File: config.mk
export PLATFORM = sky130hd
export DESIGN_NAME = rgb_to_hsv_converter
export DESIGN_NICKNAME = d
export VERILOG_FILES = /design/src/rtl/core/rhc_pkg.sv /design/src/rtl/core/rgb_to_hsv_converter.sv /design/src/rtl/core/rhc_divider.sv
export SDC_FILE = /design/constraint.sdc
export NUM_CORES = 1
export LEC_CHECK = 0
export BUFFER_PORTS_ARGS = -buffer_cell sky130_fd_sc_hd__buf_2
export CAP_MARGIN = 5
export CORE_UTILIZATION = 64
export DETAILED_ROUTE_END_ITERATION = 16
export PLACE_DENSITY = 0.82
export SLEW_MARGIN = 20
export SYNTH_ARGS = -nofsm -noshare
export SYNTH_HDL_FRONTEND = slang
export SYNTH_SLANG_ARGS = --single-unit
export TNS_END_PERCENT = 50
File: constraint.sdc
create_clock -name clk -period 12.45 [get_ports clk]
set_input_delay 1.8675 -clock clk [delete_from_list [all_inputs] [get_ports clk]]
set_output_delay 1.8675 -clock clk [all_outputs]
set_load 0.1 [all_outputs]
File: src/rtl/core/rhc_pkg.sv
// Shared widths, scale factors and helper functions for the RGB to HSV converter.
// Used by rgb_to_hsv_converter and rhc_divider; depends on nothing else.
package rhc_pkg;

  localparam int CHAN_W    = 8;
  localparam int HNUM_W    = 11;
  localparam int HUE_W     = 16;
  localparam int SAT_W     = 14;
  localparam int BRIGHT_W  = 7;

  // The long divider works on an 8-bit divisor and produces a 16-bit quotient.
  localparam int DIVISOR_W   = CHAN_W;
  localparam int QUOT_W      = 16;
  localparam int DIVIDEND_W  = DIVISOR_W + QUOT_W;
  localparam int DIV_STAGES  = 4;
  localparam int DIV_STEPS   = QUOT_W / DIV_STAGES;

  localparam int HueScale    = 6000;
  localparam int SatScale    = 10000;
  localparam int BrightMul   = 40;
  localparam int BrightBias  = 51;
  // Division by 102 as a multiply by ceil(2^20 / 102) and a shift of 20.
  localparam int BrightRecip = 10281;
  localparam int BrightShift = 20;

  // Rounded percent of full scale: round(100 * mx / 255) = (40 * mx + 51) / 102.
  // The reciprocal product is exact for every scaled value up to 40 * 255 + 51.
  function automatic logic [BRIGHT_W-1:0] brightness_of(input logic [CHAN_W-1:0] mx);
    logic [13:0] scaled;
    logic [27:0] prod;
    scaled = 14'(BrightMul) * 14'(mx) + 14'(BrightBias);
    prod   = 28'(scaled) * 28'(BrightRecip);
    return BRIGHT_W'(prod >> BrightShift);
  endfunction

endpackage

File: src/rtl/core/rgb_to_hsv_converter.sv
// Top level of the RGB to HSV converter: channel selection, scaling and pipeline control.
// Depends on rhc_pkg and rhc_divider (two instances, hue and saturation).
//
//   channel | direction | handshake             | payload
//   --------+-----------+-----------------------+------------------------------
//   input   | in        | in_valid / in_ready   | red, green, blue
//   output  | out       | out_valid / out_ready | hue, saturation, brightness
//
// Six register stages: max/min and sector numerator, scaling multiplies, then
// four divider stages of four quotient bits each. One transaction is taken per
// cycle while the output is not stalled. Each stage holds its own valid bit and
// accepts new data whenever it is empty, so bubbles close up under a stall and
// in_ready drops only when every stage is full. Reset clears the valid bits.
module rgb_to_hsv_converter (
  input  logic                          clk,
  input  logic                          rst,
  input  logic                          in_valid,
  output logic                          in_ready,
  input  logic [rhc_pkg::CHAN_W-1:0]    red,
  input  logic [rhc_pkg::CHAN_W-1:0]    green,
  input  logic [rhc_pkg::CHAN_W-1:0]    blue,
  output logic                          out_valid,
  input  logic                          out_ready,
  output logic [rhc_pkg::HUE_W-1:0]     hue,
  output logic [rhc_pkg::SAT_W-1:0]     saturation,
  output logic [rhc_pkg::BRIGHT_W-1:0]  brightness
);
  import rhc_pkg::*;

  localparam int NumStages = 2 + DIV_STAGES;

  logic [NumStages-1:0] vld;
  logic [NumStages-1:0] en;

  // Stage loads when empty or when its content moves on.
  always_comb begin
    en[NumStages-1] = !vld[NumStages-1] || out_ready;
    for (int k = NumStages - 2; k >= 0; k--) begin
      en[k] = !vld[k] || en[k+1];
    end
  end

  assign in_ready  = en[0];
  assign out_valid = vld[NumStages-1];

  always_ff @(posedge clk) begin
    if (rst) begin
      vld <= '0;
    end else begin
      if (en[0]) begin
        vld[0] <= in_valid;
      end
      for (int k = 1; k < NumStages; k++) begin
        if (en[k]) begin
          vld[k] <= vld[k-1];
        end
      end
    end
  end

  // Stage 1: extremes, range and the hue sector numerator.
  logic [CHAN_W-1:0]   mx_c;
  logic [CHAN_W-1:0]   mn_c;
  logic [CHAN_W-1:0]   d_c;
  logic [HNUM_W-1:0]   hnum_c;

  always_comb begin
    mx_c = red;
    mn_c = red;
    if (green > mx_c) mx_c = green;
    if (blue > mx_c)  mx_c = blue;
    if (green < mn_c) mn_c = green;
    if (blue < mn_c)  mn_c = blue;
    d_c = mx_c - mn_c;
    // Blue wins ties over green, green over red; every tie gives the same hue.
    if (mx_c == blue) begin
      hnum_c = HNUM_W'(red) + HNUM_W'({d_c, 2'b00}) - HNUM_W'(green);
    end else if (mx_c == green) begin
      hnum_c = HNUM_W'(blue) + HNUM_W'({d_c, 1'b0}) - HNUM_W'(red);
    end else if (green >= blue) begin
      hnum_c = HNUM_W'(green) - HNUM_W'(blue);
    end else begin
      hnum_c = HNUM_W'({d_c, 2'b00}) + HNUM_W'({d_c, 1'b0}) + HNUM_W'(green)
               - HNUM_W'(blue);
    end
  end

  logic [CHAN_W-1:0]   s1_mx;
  logic [CHAN_W-1:0]   s1_d;
  logic [HNUM_W-1:0]   s1_hnum;
  logic [BRIGHT_W-1:0] s1_bright;

  always_ff @(posedge clk) begin
    if (en[0]) begin
      s1_mx     <= mx_c;
      s1_d      <= d_c;
      s1_hnum   <= hnum_c;
      s1_bright <= brightness_of(mx_c);
    end
  end

  // Stage 2: scale numerators so the quotients come out in hundredths.
  logic [DIVIDEND_W-1:0] s2_hue_num;
  logic [DIVIDEND_W-1:0] s2_sat_num;
  logic [CHAN_W-1:0]     s2_d;
  logic [CHAN_W-1:0]     s2_mx;

  logic [BRIGHT_W-1:0] bright_pipe [NumStages-1];
  logic                grey_pipe   [NumStages-1];

  always_ff @(posedge clk) begin
    if (en[1]) begin
      s2_hue_num     <= DIVIDEND_W'(s1_hnum) * DIVIDEND_W'(HueScale);
      s2_sat_num     <= DIVIDEND_W'(s1_d) * DIVIDEND_W'(SatScale);
      s2_d           <= s1_d;
      s2_mx          <= s1_mx;
      bright_pipe[0] <= s1_bright;
      grey_pipe[0]   <= (s1_d == '0);
    end
  end

  for (genvar k = 1; k < NumStages - 1; k++) begin : g_side
    always_ff @(posedge clk) begin
      if (en[k+1]) begin
        bright_pipe[k] <= bright_pipe[k-1];
        grey_pipe[k]   <= grey_pipe[k-1];
      end
    end
  end

  // Stages 3 to 6: the two quotients.
  logic [QUOT_W-1:0] hue_q;
  logic [QUOT_W-1:0] sat_q;

  rhc_divider u_hue_div (
    .clk      (clk),
    .en       (en[NumStages-1:2]),
    .dividend (s2_hue_num),
    .divisor  (s2_d),
    .quotient (hue_q)
  );

  rhc_divider u_sat_div (
    .clk      (clk),
    .en       (en[NumStages-1:2]),
    .dividend (s2_sat_num),
    .divisor  (s2_mx),
    .quotient (sat_q)
  );

  // A grey pixel has a zero range; the divider output is meaningless then.
  assign hue        = grey_pipe[NumStages-2] ? '0 : hue_q;
  assign saturation = grey_pipe[NumStages-2] ? '0 : sat_q[SAT_W-1:0];
  assign brightness = bright_pipe[NumStages-2];

`ifndef ASSERT_OFF
  // Any nonzero range gives a saturation of at least 39, so zero means grey.
  a_grey_hue : assert property (@(posedge clk) disable iff (rst)
    out_valid && saturation == '0 |-> hue == '0)
    else $error("grey pixel gave nonzero hue");

  a_hue_range : assert property (@(posedge clk) disable iff (rst)
    out_valid |-> hue < HUE_W'(36000) && saturation <= SAT_W'(SatScale))
    else $error("hue or saturation out of range");

  a_stall_full : assert property (@(posedge clk) disable iff (rst)
    !in_ready |-> vld == '1)
    else $error("input stalled while a pipeline stage was empty");

  a_reset_empty : assert property (@(posedge clk)
    rst |=> !out_valid)
    else $error("output valid right after reset");
`endif

endmodule

File: src/rtl/core/rhc_divider.sv
// Pipelined restoring divider: 24-bit dividend over an 8-bit divisor, 16-bit quotient.
// Depends on rhc_pkg; each stage resolves DIV_STEPS quotient bits.
module rhc_divider (
  input  logic                          clk,
  input  logic [rhc_pkg::DIV_STAGES-1:0] en,
  input  logic [rhc_pkg::DIVIDEND_W-1:0] dividend,
  input  logic [rhc_pkg::DIVISOR_W-1:0]  divisor,
  output logic [rhc_pkg::QUOT_W-1:0]     quotient
);
  import rhc_pkg::*;

  // The caller guarantees the quotient fits in QUOT_W bits, so the top
  // DIVISOR_W dividend bits are already a valid partial remainder.
  logic [DIVISOR_W-1:0] rem [DIV_STAGES-1];
  logic [DIVISOR_W-1:0] dvs [DIV_STAGES-1];
  logic [QUOT_W-1:0]    sh  [DIV_STAGES];

  for (genvar k = 0; k < DIV_STAGES; k++) begin : g_stage
    logic [DIVISOR_W-1:0] rem_in;
    logic [DIVISOR_W-1:0] dvs_in;
    logic [QUOT_W-1:0]    sh_in;
    logic [DIVISOR_W-1:0] rem_next;
    logic [QUOT_W-1:0]    sh_next;
    logic [DIVISOR_W:0]   trial;

    if (k == 0) begin : g_first
      assign rem_in = dividend[DIVIDEND_W-1:QUOT_W];
      assign sh_in  = dividend[QUOT_W-1:0];
      assign dvs_in = divisor;
    end else begin : g_next
      assign rem_in = rem[k-1];
      assign sh_in  = sh[k-1];
      assign dvs_in = dvs[k-1];
    end

    // Dividend bits leave the top of sh while quotient bits enter at the bottom.
    always_comb begin
      rem_next = rem_in;
      sh_next  = sh_in;
      trial    = '0;
      for (int s = 0; s < DIV_STEPS; s++) begin
        trial   = {rem_next, sh_next[QUOT_W-1]};
        sh_next = {sh_next[QUOT_W-2:0], 1'b0};
        if (trial >= {1'b0, dvs_in}) begin
          rem_next   = DIVISOR_W'(trial - {1'b0, dvs_in});
          sh_next[0] = 1'b1;
        end else begin
          rem_next = trial[DIVISOR_W-1:0];
        end
      end
    end

    always_ff @(posedge clk) begin
      if (en[k]) begin
        sh[k] <= sh_next;
      end
    end

    if (k < DIV_STAGES - 1) begin : g_carry
      always_ff @(posedge clk) begin
        if (en[k]) begin
          rem[k] <= rem_next;
          dvs[k] <= dvs_in;
        end
      end
    end
  end

  assign quotient = sh[DIV_STAGES-1];

endmodule
==> flow_metrics.py <==
metrics = {
    "critical_path": {
        "critical_path.endpoint_type": "flop",
        "critical_path.startpoint_type": "input port",
        "crit_top_cell": "sky130_fd_sc_hd__ha_1",
        "timing.reg2reg.worst_path_depth": 42,
        "crit-reg2reg-capture": "u_sat_div.rem[0][6]$_DFFE_PP_",
        "r2r_start": "s2_mx[0]$_DFFE_PP_",
        "crit_fanout": 15,
        "critical_path.n_buffers_inverters": 2,
        "r2r_setup_slack_ns": 1.42,
        "slowest_stage": "sky130_fd_sc_hd__a2bb2oi_2",
        "timing_worst_setup_path_type": "in2reg",
        "cpPeakStageDelay_ns": 0.59,
        "worst_ep_required_time_ns": 12.73,
        "critical_path_s_top_delay_family": "compound AO/OA/AOI/OAI gates",
        "critPathArrivalTime_ns": 11.90,
    },
    "route": {
        "routed_wl_um": 73300,
        "detailedRoute.firstIterationViolations": 1621,
        "number_of_remaining_drc_errors": 0,
        "firstDrtPassIters": 5,
        "drt.antenna.violating_nets": 0,
        "viasPerCell": 5.99,
        "dr_total_vias": 23868,
        "wire_per_inst_um": 18.4,
    },
    "sta": {
        "slew_violations": 0,
        "rsz0062_at_grt": "no",
        "fin_crit_sh_pct": 93.3,
        "final_critical_path_setup_slack_ns": 0.830,
        "fin_tns_setup_ns": 0,
        "worst-slew-pin-transition_ns": 1.04,
        "max_clock_freq_mhz": 86.1,
        "timing_hold_violations_final": 0,
        "timing.slew.headroom_pct": 30.4,
        "worst_clock_skew_ns": 0.0267,
        "setup_viol_count_final": 0,
        "post-route-min-period_ns": 11.62,
    },
    "clock_tree": {
        "cts.sink_count": 314,
        "cts_setup_buffers": 0,
        "h-tree-depth": 2,
        "cts.hold.buffers_added": 0,
        "clockRootBuffer": "sky130_fd_sc_hd__clkbuf_16",
        "cts_repair_resize_count": 0,
        "cts_tree": "yes",
        "skew_pair_late_insertion_delay_ns": 0.56,
        "clkTransAtPathRegs_ns": 0.07,
        "clockBufferDepth": 3,
        "cts_made_buffers": 36,
    },
    "logic_synthesis": {
        "ys_dominant_reg_cell": "sky130_fd_sc_hd__edfxtp_1",
        "syn-instance-count": 3203,
        "synth_enable_flop_cells": 308,
        "post_synthesis_mean_instance_area_um2": 9.94,
        "synth-async-reset-ratio_pct": 0,
        "synth_top_cell_by_area": "sky130_fd_sc_hd__edfxtp_1",
        "mappedNetlistNets": 3876,
        "synth-seq-cells": 314,
        "synth.area.top_cells": "sky130_fd_sc_hd__edfxtp_1 (29%), sky130_fd_sc_hd__ha_1 (20%), sky130_fd_sc_hd__fa_1 (7.9%)",
        "yosys_warning_count": 0,
        "mappedNetlistArea_um2": 31800,
        "synth_largest_type_area_fraction_pct": 29.0,
        "synthDistinctLibCells": 84,
        "synth.yosys.seq_area_share_pct": 29.4,
    },
    "floorplanning": {
        "std_cell_core_area_um2": 49100,
        "initial_core_util_pct": 64.9,
        "design.die.area_um2": 50700,
        "placement_rows": 81,
        "fp.dieH_um": 225,
        "fp.dieW_um": 225,
        "io-pin-count": 67,
    },
    "global_route": {
        "grt_max_degree": 63,
        "grt_pass1_wl_um": 120000,
        "number_of_global_route_vias_before_repair": 24502,
        "globalRoute.totalOverflow": 0,
        "number_of_antenna_violations_at_the_first_check_in_global_routing": 0,
        "globalRouteTotalUtil_pct": 29.5,
    },
    "cells_and_area": {
        "layout-drive-gt1-share_pct": 9.39,
        "fillerInstances": 3659,
        "number_of_antenna_repair_diodes": 0,
        "final_core_util_pct": 69.7,
        "final_cell_area_um2": 34200,
        "nets": 3971,
        "layout-area-overhead-vs-synth_pct": 7.37,
    },
    "run_status": {
        "outcome": "finished clean",
    },
    "place": {
        "place_area_um2": 33100,
        "placement.io_buffers": 66,
        "final_weighted_congestion_in_routability_driven_placement": 0.983,
        "dpl.hpwl_um": 58800,
        "detailedPlace.worstSlack_ns": 0.459,
    },
    "worst_hold_path": {
        "worstHoldPathType": "reg2reg",
        "holdPathStages": 0,
        "worst_hold_startpoint": "u_hue_div.sh[2][5]$_DFFE_PP_",
        "worstHoldEndpoint": "u_hue_div.sh[3][9]$_DFFE_PP_",
    },
    "job": {
        "cap_viol_max_count": 0,
    },
}
-- final cells by class --
class / instances / area (um2) / area share [%]
tap: 664 / 831 / 2.43
sequential: 314 / 9370 / 27.4
timing repair buffer: 96 / 556 / 1.62
clock inverter: 19 / 189 / 0.553
inverter: 443 / 1660 / 4.86
multi-input combinational: 2407 / 20600 / 60.4
clock buffer: 42 / 945 / 2.76
-- routing by layer --
layer	track usage, %	wire [um]
met5	0	0
met4	12.4	2970
met3	3.08	2960
met2	53.3	36700
met1	35.6	30700
-- worst register-to-register path, delay by kind of cell, from the launching register on --
family                     cells  cell delay (ns)
and+or+nand+nor                9             1.76
DFF                            1             0.48
AOI/OAI and AO/OA             26             6.76
adders and majority gates      5             1.55
buffers and inverters          2             0.21
-- stage by stage --
| stage | std cells | hold WS [ns] |
|---|---|---|
| after floorplan | 3203 | 0.400 |
| after global placement | 3924 | 0.400 |
| after detailed placement | 3924 | 0.405 |
| after CTS | 3985 | 0.407 |
| after global routing | 3985 | 0.414 |
| final | 3985 | 0.409 |
-- registers in the layout (all words and copies together) (netlist names), 11 cells and up --
name / flops
u_hue_div.sh: 52
u_sat_div.sh: 36
bright_pipe: 35
u_hue_div.dvs: 24
u_hue_div.rem: 24
u_sat_div.dvs: 24
u_sat_div.rem: 24
s2_hue_num: 20
s2_sat_num: 14
s1_hnum: 11
-- Yosys cell counts (6+ instances only) --
| cell | instances |
|---|---|
| sky130_fd_sc_hd__a2111oi_0 | 6 |
| sky130_fd_sc_hd__a211o_1 | 9 |
| sky130_fd_sc_hd__a211oi_1 | 20 |
| sky130_fd_sc_hd__a21boi_0 | 31 |
| sky130_fd_sc_hd__a21o_1 | 71 |
| sky130_fd_sc_hd__a21oi_1 | 220 |
| sky130_fd_sc_hd__a221o_1 | 6 |
| sky130_fd_sc_hd__a31oi_1 | 13 |
| sky130_fd_sc_hd__and2_1 | 12 |
| sky130_fd_sc_hd__and3_1 | 17 |
| sky130_fd_sc_hd__and4_1 | 11 |
| sky130_fd_sc_hd__buf_2 | 8 |
| sky130_fd_sc_hd__buf_4 | 7 |
| sky130_fd_sc_hd__clkbuf_1 | 22 |
| sky130_fd_sc_hd__dfxtp_1 | 6 |
| sky130_fd_sc_hd__edfxtp_1 | 308 |
| sky130_fd_sc_hd__fa_1 | 126 |
| sky130_fd_sc_hd__ha_1 | 519 |
| sky130_fd_sc_hd__inv_1 | 435 |
| sky130_fd_sc_hd__inv_2 | 8 |
| sky130_fd_sc_hd__mux2_2 | 114 |
| sky130_fd_sc_hd__mux2i_1 | 45 |
| sky130_fd_sc_hd__nand2_1 | 159 |
| sky130_fd_sc_hd__nand2b_1 | 34 |
| sky130_fd_sc_hd__nand3_1 | 45 |
| sky130_fd_sc_hd__nand4_1 | 37 |
| sky130_fd_sc_hd__nor2_1 | 200 |
| sky130_fd_sc_hd__nor2b_1 | 80 |
| sky130_fd_sc_hd__nor3_1 | 28 |
| sky130_fd_sc_hd__nor4_1 | 6 |
| sky130_fd_sc_hd__o211ai_1 | 16 |
| sky130_fd_sc_hd__o21a_1 | 27 |
| sky130_fd_sc_hd__o21ai_0 | 145 |
| sky130_fd_sc_hd__o21ai_1 | 9 |
| sky130_fd_sc_hd__o21bai_1 | 38 |
| sky130_fd_sc_hd__o221ai_1 | 10 |
| sky130_fd_sc_hd__o31ai_1 | 11 |
| sky130_fd_sc_hd__or2_2 | 15 |
| sky130_fd_sc_hd__or3_1 | 6 |
| sky130_fd_sc_hd__xnor2_1 | 162 |
| sky130_fd_sc_hd__xor2_1 | 73 |
-- placed cells by master, fill, tap and decap left out, types with 9 or more instances in the layout --
| master | count |
|---|---|
| sky130_fd_sc_hd__nand2_1 | 157 |
| sky130_fd_sc_hd__a21o_1 | 71 |
| sky130_fd_sc_hd__nand4_1 | 37 |
| sky130_fd_sc_hd__o21ai_1 | 9 |
| sky130_fd_sc_hd__a21boi_0 | 31 |
| sky130_fd_sc_hd__buf_2 | 66 |
| sky130_fd_sc_hd__xnor2_1 | 162 |
| sky130_fd_sc_hd__nor2_1 | 200 |
| sky130_fd_sc_hd__o21ai_0 | 145 |
| sky130_fd_sc_hd__mux2i_1 | 45 |
| sky130_fd_sc_hd__a31oi_1 | 13 |
| sky130_fd_sc_hd__edfxtp_1 | 308 |
| sky130_fd_sc_hd__buf_4 | 30 |
| sky130_fd_sc_hd__o211ai_1 | 16 |
| sky130_fd_sc_hd__nor3_1 | 28 |
| sky130_fd_sc_hd__mux2_2 | 114 |
| sky130_fd_sc_hd__or2_2 | 15 |
| sky130_fd_sc_hd__o31ai_1 | 11 |
| sky130_fd_sc_hd__nand2b_1 | 34 |
| sky130_fd_sc_hd__inv_1 | 433 |
| sky130_fd_sc_hd__xor2_1 | 73 |
| sky130_fd_sc_hd__a211o_1 | 9 |
| sky130_fd_sc_hd__inv_2 | 10 |
| sky130_fd_sc_hd__clkbuf_16 | 37 |
| sky130_fd_sc_hd__o221ai_1 | 10 |
| sky130_fd_sc_hd__nor2b_1 | 80 |
| sky130_fd_sc_hd__ha_1 | 519 |
| sky130_fd_sc_hd__and3_1 | 17 |
| sky130_fd_sc_hd__nand3_1 | 44 |
| sky130_fd_sc_hd__fa_1 | 126 |
| sky130_fd_sc_hd__a21oi_1 | 220 |
| sky130_fd_sc_hd__and4_1 | 11 |
| sky130_fd_sc_hd__a211oi_1 | 20 |
| sky130_fd_sc_hd__o21a_1 | 27 |
| sky130_fd_sc_hd__o21bai_1 | 38 |
| sky130_fd_sc_hd__and2_1 | 12 |
-- cells by family after synthesis --
group                    count (synthesis)  synth area share [%]
AND/OR/NAND/NOR                        666                  10.2
AO/OA/AOI/OAI                          692                  14.0
XOR/XNOR                               235                  6.46
adder cells (fa/ha/maj)                647                  28.4
flip-flops                             314                  29.4
buffers and inverters                  482                  5.80
multiplexers                           167                  5.75
-- worst max path at each step --
stage,start,end,slack [ns],depth (start not counted)
2_1_floorplan,red[1],s1_bright[6]$_DFFE_PP_,1.52,38
3_3_place_gp,red[7],s1_bright[6]$_DFFE_PP_,0.81,39
3_5_place_dp,red[7],s1_bright[6]$_DFFE_PP_,0.46,39
4_1_cts,red[1],s1_bright[6]$_DFFE_PP_,0.98,39
5_1_grt,red[7],s1_bright[6]$_DFFE_PP_,0.16,39
6_report,red[1],s1_bright[6]$_DFFE_PP_,0.83,39
Power is left out: the tool's default activity adds up to more than one toggle a clock period on the data nets, which glitch-free logic cannot reach.
